`src/ecpa_pkg.sv`:
```
// Shared constants and types for the elliptic-curve point add / scalar multiply block.
// No dependencies.
package ecpa_pkg;

  localparam int WIDTH_DEF       = 16;
  localparam int SCALAR_BITS_DEF = 16;
  localparam int FIELD_W         = 16;
  localparam int CFG_IDX_W       = 1;

  typedef enum logic [CFG_IDX_W-1:0] {
    REG_MODULUS = 1'b0,
    REG_CURVE_A = 1'b1
  } cfg_reg_t;

  typedef enum logic {
    FUNC_ADD = 1'b0,
    FUNC_MUL = 1'b1
  } func_t;

  // handshake between the sequencer and one of its arithmetic units
  typedef struct packed {
    logic start;
    logic done;
  } unit_hs_t;

endpackage

```
`src/ecpa_mul.sv`:
```
// Bit-serial modular multiplier: one multiplier bit per cycle, MSB first.
// Depends on ecpa_pkg.
module ecpa_mul #(
  parameter int W = ecpa_pkg::WIDTH_DEF
) (
  input  logic         clk,
  input  logic         rst_n,
  input  logic         start,
  input  logic [W-1:0] a,
  input  logic [W-1:0] b,
  input  logic [W-1:0] m,
  output logic         done,
  output logic [W-1:0] prod
);
  import ecpa_pkg::*;

  localparam int CW = $clog2(W + 1);

  logic [W-1:0]  acc_r, acc_nxt;
  logic [W-1:0]  sh_r, sh_nxt;
  logic [CW-1:0] cnt_r, cnt_nxt;
  logic          run_r, run_nxt;
  logic          done_r, done_nxt;

  function automatic logic [W-1:0] madd(input logic [W-1:0] x, input logic [W-1:0] y,
                                        input logic [W-1:0] mm);
    logic [W:0] s;
    s = {1'b0, x} + {1'b0, y};
    if (s >= {1'b0, mm}) s = s - {1'b0, mm};
    return s[W-1:0];
  endfunction

  always_comb begin
    logic [W-1:0] d;
    acc_nxt  = acc_r;
    sh_nxt   = sh_r;
    cnt_nxt  = cnt_r;
    run_nxt  = run_r;
    done_nxt = 1'b0;
    d = madd(acc_r, acc_r, m);
    if (sh_r[W-1]) d = madd(d, b, m);
    if (start) begin
      acc_nxt = '0;
      sh_nxt  = a;
      cnt_nxt = CW'(W);
      run_nxt = 1'b1;
    end else if (run_r) begin
      acc_nxt = d;
      sh_nxt  = sh_r << 1;
      cnt_nxt = cnt_r - CW'(1);
      if (cnt_r == CW'(1)) begin
        run_nxt  = 1'b0;
        done_nxt = 1'b1;
      end
    end
  end

  always_ff @(posedge clk) begin
    if (!rst_n) begin
      run_r  <= 1'b0;
      done_r <= 1'b0;
      cnt_r  <= '0;
    end else begin
      run_r  <= run_nxt;
      done_r <= done_nxt;
      cnt_r  <= cnt_nxt;
    end
    acc_r <= acc_nxt;
    sh_r  <= sh_nxt;
  end

  assign done = done_r;
  assign prod = acc_r;

endmodule

```
`src/ecpa_inv.sv`:
```
// Modular inverse by extended Euclid, quotients built from shifted subtractions.
// Depends on ecpa_pkg. Returns zero when the value is not invertible.
module ecpa_inv #(
  parameter int W = ecpa_pkg::WIDTH_DEF
) (
  input  logic         clk,
  input  logic         rst_n,
  input  logic         start,
  input  logic [W-1:0] v,
  input  logic [W-1:0] m,
  output logic         done,
  output logic [W-1:0] inv
);
  import ecpa_pkg::*;

  typedef enum logic [3:0] {
    I_IDLE  = 4'b0001,
    I_TEST  = 4'b0010,
    I_ALIGN = 4'b0100,
    I_SUB   = 4'b1000
  } inv_state_t;

  inv_state_t   state_r, state_nxt;
  logic [W-1:0] a_r, a_nxt, ta_r, ta_nxt;
  logic [W-1:0] b_r, b_nxt, tb_r, tb_nxt;
  logic [W-1:0] bs_r, bs_nxt, ts_r, ts_nxt;
  logic [W-1:0] res_r, res_nxt;
  logic         done_r, done_nxt;

  function automatic logic [W-1:0] madd(input logic [W-1:0] x, input logic [W-1:0] y,
                                        input logic [W-1:0] mm);
    logic [W:0] s;
    s = {1'b0, x} + {1'b0, y};
    if (s >= {1'b0, mm}) s = s - {1'b0, mm};
    return s[W-1:0];
  endfunction

  function automatic logic [W-1:0] msub(input logic [W-1:0] x, input logic [W-1:0] y,
                                        input logic [W-1:0] mm);
    logic [W:0] s;
    if (x >= y) s = {1'b0, x} - {1'b0, y};
    else        s = {1'b0, x} + {1'b0, mm} - {1'b0, y};
    return s[W-1:0];
  endfunction

  always_comb begin
    logic [W:0] bs2;
    state_nxt = state_r;
    a_nxt     = a_r;
    ta_nxt    = ta_r;
    b_nxt     = b_r;
    tb_nxt    = tb_r;
    bs_nxt    = bs_r;
    ts_nxt    = ts_r;
    res_nxt   = res_r;
    done_nxt  = 1'b0;
    bs2       = {bs_r, 1'b0};
    unique case (state_r)
      I_IDLE: begin
        if (start) begin
          a_nxt     = m;
          ta_nxt    = '0;
          b_nxt     = v;
          tb_nxt    = W'(1);
          state_nxt = I_TEST;
        end
      end
      I_TEST: begin
        if (b_r == '0) begin
          res_nxt   = (a_r == W'(1)) ? ta_r : '0;
          done_nxt  = 1'b1;
          state_nxt = I_IDLE;
        end else if (a_r < b_r) begin
          a_nxt  = b_r;
          ta_nxt = tb_r;
          b_nxt  = a_r;
          tb_nxt = ta_r;
        end else begin
          bs_nxt    = b_r;
          ts_nxt    = tb_r;
          state_nxt = I_ALIGN;
        end
      end
      I_ALIGN: begin
        if (bs2 <= {1'b0, a_r}) begin
          bs_nxt = bs2[W-1:0];
          ts_nxt = madd(ts_r, ts_r, m);
        end else begin
          state_nxt = I_SUB;
        end
      end
      I_SUB: begin
        a_nxt     = a_r - bs_r;
        ta_nxt    = msub(ta_r, ts_r, m);
        state_nxt = I_TEST;
      end
      default: state_nxt = I_IDLE;
    endcase
  end

  always_ff @(posedge clk) begin
    if (!rst_n) begin
      state_r <= I_IDLE;
      done_r  <= 1'b0;
    end else begin
      state_r <= state_nxt;
      done_r  <= done_nxt;
    end
    a_r   <= a_nxt;
    ta_r  <= ta_nxt;
    b_r   <= b_nxt;
    tb_r  <= tb_nxt;
    bs_r  <= bs_nxt;
    ts_r  <= ts_nxt;
    res_r <= res_nxt;
  end

  assign done = done_r;
  assign inv  = res_r;

endmodule

```
`src/ec_point_add_scalar_multiply_top.sv`:
```
// Elliptic-curve point addition and scalar multiplication over GF(modulus).
// Depends on ecpa_pkg, ecpa_mul and ecpa_inv.
//
//   channel | ports                                   | direction
//   in      | in_valid/in_stall, func, P, Q, scalar    | into block
//   out     | out_valid/out_stall, r_x, r_y, r_infinity| out of block
//   cfg     | cfg_we, cfg_index, cfg_wdata             | into block
//
// One item at a time. Input reduction passes the five input values (P, Q and a)
// through the serial multiplier; each point operation uses up to four serial
// multiplications plus the Euclid inverse. Scalar multiply runs up to
// 2*SCALAR_BITS point operations. A finished result waits in the output
// register while the next item is taken. Reset sets modulus 17 and a = 2.
module ec_point_add_scalar_multiply_top #(
  parameter int WIDTH       = ecpa_pkg::WIDTH_DEF,
  parameter int SCALAR_BITS = ecpa_pkg::SCALAR_BITS_DEF
) (
  input  logic                             clk,
  input  logic                             rst_n,
  input  logic                             in_valid,
  output logic                             in_stall,
  input  logic                             in_func,
  input  logic [ecpa_pkg::FIELD_W-1:0]     in_p_x,
  input  logic [ecpa_pkg::FIELD_W-1:0]     in_p_y,
  input  logic                             in_p_infinity,
  input  logic [ecpa_pkg::FIELD_W-1:0]     in_q_x,
  input  logic [ecpa_pkg::FIELD_W-1:0]     in_q_y,
  input  logic                             in_q_infinity,
  input  logic [ecpa_pkg::FIELD_W-1:0]     in_scalar,
  output logic                             out_valid,
  input  logic                             out_stall,
  output logic [ecpa_pkg::FIELD_W-1:0]     out_r_x,
  output logic [ecpa_pkg::FIELD_W-1:0]     out_r_y,
  output logic                             out_r_infinity,
  input  logic                             cfg_we,
  input  logic [ecpa_pkg::CFG_IDX_W-1:0]   cfg_index,
  input  logic [ecpa_pkg::FIELD_W-1:0]     cfg_wdata
);
  import ecpa_pkg::*;

  localparam int W    = WIDTH;
  localparam int SB   = SCALAR_BITS;
  localparam int CNW  = $clog2(SB + 1);
  localparam logic [2:0] LD_LAST = 3'd4;

  typedef enum logic [17:0] {
    S_IDLE  = 18'h00001,
    S_LOAD  = 18'h00002,
    S_START = 18'h00004,
    S_CHK   = 18'h00008,
    S_DMUL  = 18'h00010,
    S_DA1   = 18'h00020,
    S_DA2   = 18'h00040,
    S_DA3   = 18'h00080,
    S_INV   = 18'h00100,
    S_SMUL  = 18'h00200,
    S_SQ    = 18'h00400,
    S_X1    = 18'h00800,
    S_X2    = 18'h01000,
    S_D     = 18'h02000,
    S_YMUL  = 18'h04000,
    S_Y     = 18'h08000,
    S_NEXT  = 18'h10000,
    S_OUT   = 18'h20000
  } state_t;

  function automatic logic [W-1:0] fit(input logic [FIELD_W-1:0] x);
    logic [W+FIELD_W-1:0] e;
    e = {{W{1'b0}}, x};
    return e[W-1:0];
  endfunction

  function automatic logic [FIELD_W-1:0] to_field(input logic [W-1:0] x);
    logic [W+FIELD_W-1:0] e;
    e = {{FIELD_W{1'b0}}, x};
    return e[FIELD_W-1:0];
  endfunction

  function automatic logic [SB-1:0] fitk(input logic [FIELD_W-1:0] x);
    logic [SB+FIELD_W-1:0] e;
    e = {{SB{1'b0}}, x};
    return e[SB-1:0];
  endfunction

  function automatic logic [W-1:0] madd(input logic [W-1:0] x, input logic [W-1:0] y,
                                        input logic [W-1:0] mm);
    logic [W:0] s;
    s = {1'b0, x} + {1'b0, y};
    if (s >= {1'b0, mm}) s = s - {1'b0, mm};
    return s[W-1:0];
  endfunction

  function automatic logic [W-1:0] msub(input logic [W-1:0] x, input logic [W-1:0] y,
                                        input logic [W-1:0] mm);
    logic [W:0] s;
    if (x >= y) s = {1'b0, x} - {1'b0, y};
    else        s = {1'b0, x} + {1'b0, mm} - {1'b0, y};
    return s[W-1:0];
  endfunction

  state_t               state_r, state_nxt;
  logic [FIELD_W-1:0]   mod_r, mod_nxt, cacfg_r, cacfg_nxt;
  logic                 func_r, func_nxt;
  logic [W-1:0]         px_r, px_nxt, py_r, py_nxt;
  logic                 pinf_r, pinf_nxt;
  logic [W-1:0]         ax_r, ax_nxt, ay_r, ay_nxt;
  logic                 ainf_r, ainf_nxt;
  logic [W-1:0]         bx_r, bx_nxt, by_r, by_nxt;
  logic                 binf_r, binf_nxt;
  logic [W-1:0]         ca_r, ca_nxt;
  logic [W-1:0]         u_r, u_nxt, v_r, v_nxt, s_r, s_nxt, t_r, t_nxt, x3_r, x3_nxt;
  logic [SB-1:0]        k_r, k_nxt;
  logic [CNW-1:0]       cnt_r, cnt_nxt;
  logic                 phase_r, phase_nxt;
  logic [2:0]           ld_r, ld_nxt;
  logic                 issued_r, issued_nxt;
  logic                 ovalid_r, ovalid_nxt;
  logic [FIELD_W-1:0]   ox_r, ox_nxt, oy_r, oy_nxt;
  logic                 oinf_r, oinf_nxt;

  logic [W-1:0] m_w;
  logic         m_small;
  logic         in_xfer, out_hold;
  unit_hs_t     mul_hs, inv_hs;
  logic [W-1:0] mul_a, mul_b, mul_p, inv_p;
  logic         mul_state;

  assign m_w      = fit(mod_r);
  assign m_small  = (m_w[W-1:1] == '0);
  assign in_stall = (state_r != S_IDLE);
  assign in_xfer  = in_valid && !in_stall;
  assign out_hold = ovalid_r && out_stall;

  assign mul_state = (state_r == S_LOAD) || (state_r == S_DMUL) || (state_r == S_SMUL) ||
                     (state_r == S_SQ) || (state_r == S_YMUL);
  assign mul_hs.start = mul_state && !issued_r;
  assign inv_hs.start = (state_r == S_INV) && !issued_r;

  always_comb begin
    mul_a = ax_r;
    mul_b = ax_r;
    unique case (state_r)
      S_LOAD: begin
        mul_b = W'(1);
        unique case (ld_r)
          3'd0:    mul_a = px_r;
          3'd1:    mul_a = py_r;
          3'd2:    mul_a = bx_r;
          3'd3:    mul_a = by_r;
          default: mul_a = ca_r;
        endcase
      end
      S_SMUL: begin
        mul_a = u_r;
        mul_b = v_r;
      end
      S_SQ: begin
        mul_a = s_r;
        mul_b = s_r;
      end
      S_YMUL: begin
        mul_a = s_r;
        mul_b = t_r;
      end
      default: begin
        mul_a = ax_r;
        mul_b = ax_r;
      end
    endcase
  end

  ecpa_mul #(.W(W)) u_mul (
    .clk   (clk),
    .rst_n (rst_n),
    .start (mul_hs.start),
    .a     (mul_a),
    .b     (mul_b),
    .m     (m_w),
    .done  (mul_hs.done),
    .prod  (mul_p)
  );

  ecpa_inv #(.W(W)) u_inv (
    .clk   (clk),
    .rst_n (rst_n),
    .start (inv_hs.start),
    .v     (v_r),
    .m     (m_w),
    .done  (inv_hs.done),
    .inv   (inv_p)
  );

  always_comb begin
    state_nxt  = state_r;
    mod_nxt    = mod_r;
    cacfg_nxt  = cacfg_r;
    func_nxt   = func_r;
    px_nxt     = px_r;
    py_nxt     = py_r;
    pinf_nxt   = pinf_r;
    ax_nxt     = ax_r;
    ay_nxt     = ay_r;
    ainf_nxt   = ainf_r;
    bx_nxt     = bx_r;
    by_nxt     = by_r;
    binf_nxt   = binf_r;
    ca_nxt     = ca_r;
    u_nxt      = u_r;
    v_nxt      = v_r;
    s_nxt      = s_r;
    t_nxt      = t_r;
    x3_nxt     = x3_r;
    k_nxt      = k_r;
    cnt_nxt    = cnt_r;
    phase_nxt  = phase_r;
    ld_nxt     = ld_r;
    issued_nxt = issued_r;
    ox_nxt     = ox_r;
    oy_nxt     = oy_r;
    oinf_nxt   = oinf_r;
    ovalid_nxt = out_hold;

    if (cfg_we) begin
      unique case (cfg_reg_t'(cfg_index))
        REG_MODULUS: mod_nxt   = cfg_wdata;
        REG_CURVE_A: cacfg_nxt = cfg_wdata;
        default:     mod_nxt   = mod_r;
      endcase
    end

    if (mul_hs.start || inv_hs.start) issued_nxt = 1'b1;
    if (mul_hs.done || inv_hs.done)   issued_nxt = 1'b0;

    unique case (state_r)
      S_IDLE: begin
        if (in_xfer) begin
          func_nxt = in_func;
          px_nxt   = fit(in_p_x);
          py_nxt   = fit(in_p_y);
          pinf_nxt = in_p_infinity;
          bx_nxt   = fit(in_q_x);
          by_nxt   = fit(in_q_y);
          binf_nxt = in_q_infinity;
          k_nxt    = fitk(in_scalar);
          ca_nxt   = fit(cacfg_r);
          ld_nxt   = '0;
          if (m_small) begin
            ainf_nxt  = 1'b1;
            state_nxt = S_OUT;
          end else begin
            state_nxt = S_LOAD;
          end
        end
      end
      S_LOAD: begin
        if (mul_hs.done) begin
          unique case (ld_r)
            3'd0:    px_nxt = mul_p;
            3'd1:    py_nxt = mul_p;
            3'd2:    bx_nxt = mul_p;
            3'd3:    by_nxt = mul_p;
            default: ca_nxt = mul_p;
          endcase
          ld_nxt = ld_r + 3'd1;
          if (ld_r == LD_LAST) state_nxt = S_START;
        end
      end
      S_START: begin
        if (func_t'(func_r) == FUNC_ADD) begin
          ax_nxt   = px_r;
          ay_nxt   = py_r;
          ainf_nxt = pinf_r;
        end else begin
          ax_nxt    = '0;
          ay_nxt    = '0;
          ainf_nxt  = 1'b1;
          bx_nxt    = '0;
          by_nxt    = '0;
          binf_nxt  = 1'b1;
          cnt_nxt   = CNW'(SB - 1);
          phase_nxt = 1'b0;
        end
        state_nxt = S_CHK;
      end
      S_CHK: begin
        if (ainf_r) begin
          ax_nxt    = bx_r;
          ay_nxt    = by_r;
          ainf_nxt  = binf_r;
          state_nxt = S_NEXT;
        end else if (binf_r) begin
          state_nxt = S_NEXT;
        end else if (ax_r == bx_r && by_r == msub('0, ay_r, m_w)) begin
          ax_nxt    = '0;
          ay_nxt    = '0;
          ainf_nxt  = 1'b1;
          state_nxt = S_NEXT;
        end else if (ax_r == bx_r && ay_r == by_r) begin
          state_nxt = S_DMUL;
        end else begin
          u_nxt     = msub(by_r, ay_r, m_w);
          v_nxt     = msub(bx_r, ax_r, m_w);
          state_nxt = S_INV;
        end
      end
      S_DMUL: begin
        if (mul_hs.done) begin
          t_nxt     = mul_p;
          state_nxt = S_DA1;
        end
      end
      S_DA1: begin
        u_nxt     = madd(t_r, t_r, m_w);
        state_nxt = S_DA2;
      end
      S_DA2: begin
        u_nxt     = madd(u_r, t_r, m_w);
        state_nxt = S_DA3;
      end
      S_DA3: begin
        u_nxt     = madd(u_r, ca_r, m_w);
        v_nxt     = madd(ay_r, ay_r, m_w);
        state_nxt = S_INV;
      end
      S_INV: begin
        if (inv_hs.done) begin
          v_nxt     = inv_p;
          state_nxt = S_SMUL;
        end
      end
      S_SMUL: begin
        if (mul_hs.done) begin
          s_nxt     = mul_p;
          state_nxt = S_SQ;
        end
      end
      S_SQ: begin
        if (mul_hs.done) begin
          t_nxt     = mul_p;
          state_nxt = S_X1;
        end
      end
      S_X1: begin
        x3_nxt    = msub(t_r, ax_r, m_w);
        state_nxt = S_X2;
      end
      S_X2: begin
        x3_nxt    = msub(x3_r, bx_r, m_w);
        state_nxt = S_D;
      end
      S_D: begin
        t_nxt     = msub(ax_r, x3_r, m_w);
        state_nxt = S_YMUL;
      end
      S_YMUL: begin
        if (mul_hs.done) begin
          t_nxt     = mul_p;
          state_nxt = S_Y;
        end
      end
      S_Y: begin
        ay_nxt    = msub(t_r, ay_r, m_w);
        ax_nxt    = x3_r;
        ainf_nxt  = 1'b0;
        state_nxt = S_NEXT;
      end
      S_NEXT: begin
        if (func_t'(func_r) == FUNC_ADD) begin
          state_nxt = S_OUT;
        end else if (!phase_r && k_r[SB-1]) begin
          phase_nxt = 1'b1;
          bx_nxt    = px_r;
          by_nxt    = py_r;
          binf_nxt  = pinf_r;
          state_nxt = S_CHK;
        end else if (cnt_r == '0) begin
          state_nxt = S_OUT;
        end else begin
          cnt_nxt   = cnt_r - CNW'(1);
          k_nxt     = k_r << 1;
          phase_nxt = 1'b0;
          bx_nxt    = ax_r;
          by_nxt    = ay_r;
          binf_nxt  = ainf_r;
          state_nxt = S_CHK;
        end
      end
      S_OUT: begin
        if (!out_hold) begin
          ovalid_nxt = 1'b1;
          ox_nxt     = ainf_r ? '0 : to_field(ax_r);
          oy_nxt     = ainf_r ? '0 : to_field(ay_r);
          oinf_nxt   = ainf_r;
          state_nxt  = S_IDLE;
        end
      end
      default: state_nxt = S_IDLE;
    endcase
  end

  always_ff @(posedge clk) begin
    if (!rst_n) begin
      state_r  <= S_IDLE;
      mod_r    <= FIELD_W'(17);
      cacfg_r  <= FIELD_W'(2);
      issued_r <= 1'b0;
      ovalid_r <= 1'b0;
    end else begin
      state_r  <= state_nxt;
      mod_r    <= mod_nxt;
      cacfg_r  <= cacfg_nxt;
      issued_r <= issued_nxt;
      ovalid_r <= ovalid_nxt;
    end
    func_r  <= func_nxt;
    px_r    <= px_nxt;
    py_r    <= py_nxt;
    pinf_r  <= pinf_nxt;
    ax_r    <= ax_nxt;
    ay_r    <= ay_nxt;
    ainf_r  <= ainf_nxt;
    bx_r    <= bx_nxt;
    by_r    <= by_nxt;
    binf_r  <= binf_nxt;
    ca_r    <= ca_nxt;
    u_r     <= u_nxt;
    v_r     <= v_nxt;
    s_r     <= s_nxt;
    t_r     <= t_nxt;
    x3_r    <= x3_nxt;
    k_r     <= k_nxt;
    cnt_r   <= cnt_nxt;
    phase_r <= phase_nxt;
    ld_r    <= ld_nxt;
    ox_r    <= ox_nxt;
    oy_r    <= oy_nxt;
    oinf_r  <= oinf_nxt;
  end

  assign out_valid      = ovalid_r;
  assign out_r_x        = ox_r;
  assign out_r_y        = oy_r;
  assign out_r_infinity = oinf_r;

  a_units_exclusive: assert property (@(posedge clk) disable iff (!rst_n)
    !(mul_hs.done && inv_hs.done))
    else $error("multiplier and inverse finished together");

  a_accept_next: assert property (@(posedge clk) disable iff (!rst_n)
    in_xfer |=> (state_r == S_LOAD || state_r == S_OUT))
    else $error("accepted transfer did not start work");

  a_inf_zero: assert property (@(posedge clk) disable iff (!rst_n)
    $rose(ovalid_r) && oinf_r |-> (ox_r == '0 && oy_r == '0))
    else $error("infinity result with nonzero coordinates");

  a_reduced: assert property (@(posedge clk) disable iff (!rst_n)
    (state_r == S_OUT) && !ainf_r |-> (ax_r < m_w && ay_r < m_w))
    else $error("result coordinate not reduced");

endmodule
```
`config.mk`:
```
export PLATFORM = sky130hd
export DESIGN_NAME = ec_point_add_scalar_multiply_top
export DESIGN_NICKNAME = d
export VERILOG_FILES = /design/src/ecpa_pkg.sv /design/src/ecpa_mul.sv /design/src/ecpa_inv.sv /design/src/ec_point_add_scalar_multiply_top.sv
export SDC_FILE = /design/constraint.sdc
export NUM_CORES = 2
export LEC_CHECK = 0
export BUFFER_PORTS_ARGS = -buffer_cell sky130_fd_sc_hd__clkbuf_2
export CAP_MARGIN = 30
export CORE_MARGIN = 2
export CORE_UTILIZATION = 45
export CTS_CLUSTER_SIZE = 24
export DETAILED_ROUTE_END_ITERATION = 10
export PLACE_DENSITY_LB_ADDON = 0.08
export SLEW_MARGIN = 20
export SYNTH_ARGS = -nofsm -noshare
export SYNTH_HDL_FRONTEND = slang
export SYNTH_SLANG_ARGS = --single-unit
```
`constraint.sdc`:
```
create_clock -name clk -period 8.81 [get_ports clk]
set_clock_uncertainty 0.1 [all_clocks]
set_input_delay 1.3215 -clock clk [delete_from_list [all_inputs] [get_ports clk]]
set_output_delay 1.3215 -clock clk [all_outputs]
set_load 0.02 [all_outputs]
```
==> results.ini <==
[status]
run_status = finished clean

[power]
vdd_drop_max_mv = 0.317
power.density_cell_area_mw_per_mm2 = 323
power_leakage_uw = 0.0213

[yosys]
synth_sequential_area_ratio_pct = 29.5
synthMostInstantiatedCell = sky130_fd_sc_hd__nand2_1
synthTopCellsByCount = 644 x sky130_fd_sc_hd__nand2_1, 464 x sky130_fd_sc_hd__ha_1, 446 x sky130_fd_sc_hd__inv_1
syn-num-nets = 5817
ys.warnings.count = 0
synth_edf_count = 382
synth-async-reset-ratio_pct = 0
synthDominantAreaCellType = sky130_fd_sc_hd__edfxtp_1
ffs_latches_synth = 462
synth.avg_cell_area_um2 = 8.60
yosys_most_used_dff = sky130_fd_sc_hd__edfxtp_1
post_synth_main_area_contributors = sky130_fd_sc_hd__edfxtp_1 26%, sky130_fd_sc_hd__ha_1 13%, sky130_fd_sc_hd__nand2_1 5.5%, sky130_fd_sc_hd__xnor2_1 4.8%, sky130_fd_sc_hd__a21oi_1 4.6%
netlist-cell-type-count = 88
post_synth_instance_area_mm2 = 0.0443
yosys.area.top_type_share_pct = 25.9
synth_cells = 5151

[floorplanning]
die_x_um = 318
floorplan.die_area_mm2 = 0.101
effective_utilization_at_floorplan_pct = 45.2
io_pins = 140
floorplan.die.height_um = 318
num_rows = 115
core_outline_area_mm2 = 0.0980

[run]
maxCapViolCount = 0

[final_layout]
layout.filler_cells = 9554
largest_register_ffs = 18
drive_gt1_share_pct = 8.84
ff_latch_area_mm2 = 0.0131
registers.top_by_ff_count = state_r
area_growth_pct = 10.9
num-nets-final = 5987
multi_input_area_mm2 = 0.0291

[routing]
wirelength_um = 210000
detail_route.wl_per_cell_um = 31.5
remaining_drc_errors = 0
via_per_inst = 6.33
detail-route-antenna-nets = 0
vias = 42204
violation_count_after_the_first_detailed_routing_iteration = 6041
firstDrtPassIters = 8

[place]
io_buffer_count = 139
gp_congestion = 1.03
dp_hpwl_um = 164000
place_ws_ns = 0.804

[critical_path]
crit_slowest_cell = sky130_fd_sc_hd__dfxtp_1
critical_path.endpoint = u_mul.prod[7]
worstReg2RegStart = u_mul.prod[0]
setup.worst_path.start_class = register
cp_max_fo = 26
reg2reg_slack_ns = 0.76
crit_cells = 29
critPathBufInv = 3
critical_path.startpoint = u_mul.prod[0]
worst_path_largest_cell_delay_ns = 0.67
rr_endpoint = u_mul.prod[7]
worst_path_dominant_cell_family = compound AO/OA/AOI/OAI gates
reg2reg_depth = 29
critPathMostFrequentCell = sky130_fd_sc_hd__a21oi_1
timing.critical_path.arrival_ns = 8.54
cp_data_required_time_ns = 9.30
end_kind = register
worstSetupPathType = reg2reg

[clock_network]
clock_path_buffers = 3
ctsResizeCount = 0
cts_tree = done
ctsHoldBuffers = 0
post-cts-setup-buffers = 0
clock_sinks = 462
numCtsBuffers = 60
ctsHtreeMaxLevel = 2
cts_root_buf = sky130_fd_sc_hd__clkbuf_16
clock_latency_at_the_later_pin_of_the_worst_skew_pair_ns = 0.72
cts.clk_slew.worst_paths_ns = 0.06

[grt]
globalRouteOverflowTotal = 0
grt_first_pass_wirelength_um = 290000
grt_antenna_before_repair = 11
grt_max_degree = 68
grt_pass1_vias = 38687
gr-usage-all-layers_pct = 40.4

[timing]
final-hold-violation-count = 0
setup_violations = 0
slew_viol_final = 0
finalWorstPathRequiredPeriod_ns = 8.05
setup_repair_after_global_routing_missed_its_margin = no
setup_total_negative_slack_ns = 0
layout_worst_path_cycle_share_pct = 91.3
relSlewSlack_pct = 25.6
fin_hold_ws_ns = 0.358
setup_slack_ns = 0.763
clock.fmax_ghz = 0.124
worst_pin_slew_ns = 1.12

[min_path]
hp-class = reg2reg

cells in the final DEF, fill, tap and decap left out, types with 51 or more instances in the layout:
| cell | instances |
|---|---|
| sky130_fd_sc_hd__a211oi_1 | 51 |
| sky130_fd_sc_hd__a21o_1 | 131 |
| sky130_fd_sc_hd__a21oi_1 | 400 |
| sky130_fd_sc_hd__a22oi_1 | 57 |
| sky130_fd_sc_hd__buf_4 | 128 |
| sky130_fd_sc_hd__clkbuf_16 | 61 |
| sky130_fd_sc_hd__clkbuf_2 | 139 |
| sky130_fd_sc_hd__dfxtp_1 | 80 |
| sky130_fd_sc_hd__edfxtp_1 | 382 |
| sky130_fd_sc_hd__fa_1 | 97 |
| sky130_fd_sc_hd__ha_1 | 464 |
| sky130_fd_sc_hd__inv_1 | 446 |
| sky130_fd_sc_hd__mux2i_1 | 81 |
| sky130_fd_sc_hd__nand2_1 | 644 |
| sky130_fd_sc_hd__nand2b_1 | 63 |
| sky130_fd_sc_hd__nand3_1 | 63 |
| sky130_fd_sc_hd__nand4_1 | 51 |
| sky130_fd_sc_hd__nor2_1 | 376 |
| sky130_fd_sc_hd__nor2b_1 | 62 |
| sky130_fd_sc_hd__nor3_1 | 96 |
| sky130_fd_sc_hd__o21a_1 | 62 |
| sky130_fd_sc_hd__o21ai_0 | 275 |
| sky130_fd_sc_hd__xnor2_1 | 243 |
| sky130_fd_sc_hd__xor2_1 | 107 |
stage by stage:
stage	instances	cell area, um2	utilization [%]	total power, uW
final	6664	49100	50.2	15900
after detailed placement	6544	47200	48.2	13100
after global placement	6540	47100	48.1	13100
after CTS	6658	49100	50.1	15600
after floorplan	5151	44300	-	10100
after global routing	6660	49100	50.1	16700
worst min path at each step:
stage                        start    endpoint  slack (ns)  depth (start not counted)
floorplan           u_mul.prod[15]     s_r[15]        0.31                          0
global placement        cacfg_r[4]  cacfg_r[4]        0.34                          2
detailed placement      cacfg_r[9]  cacfg_r[9]        0.35                          2
CTS                     cacfg_r[9]  cacfg_r[9]        0.36                          2
global route            cacfg_r[4]  cacfg_r[4]        0.38                          2
finish                  cacfg_r[9]  cacfg_r[9]        0.36                          2
power by group:
part / internal [uW] / total, uW / switching [uW]
combinational: 3810 / 9890 / 6080
clock: 1350 / 2460 / 1110
sequential: 2900 / 3500 / 607
total: 8060 / 15900 / 7790
worst register-to-register path: cells and delay by family, from the launching register on:
family	cells	cell delay (ns)
AO/OA/AOI/OAI	17	4.16
adder cells (fa/ha/maj)	3	1.05
buffers and inverters	3	0.81
AND/OR/NAND/NOR	4	0.73
flip-flops	1	0.67
multiplexers	1	0.24
XOR/XNOR	1	0.16
routing by layer:
layer	vias to the layer above	GRT usage [%]	share of wire [%]
met5	-	0	0.015
met4	4	19.1	5.7
met2	2309	59.4	42
met3	429	10.4	11
li1	19018	-	-
met1	20444	55.2	41
area by class of cell:
class	instances	area share (%)
timing repair buffer	273	3.57
antenna	4	0.0204
tap	1287	3.28
sequential	462	26.6
clock buffer	80	3.35
inverter	448	3.42
clock inverter	34	0.535
multi-input combinational	4076	59.2
kinds of logic after synthesis:
family	count (synthesis)	share of synthesized area [%]
simple gates	1603	16.7
compound gates	1447	21.4
buf+inv	613	5.24
flops	462	29.5
fa+ha+maj	561	17.5
mux	115	2.69
xor+xnor	350	6.92
Note: power is estimated with default switching activity, not from simulation.
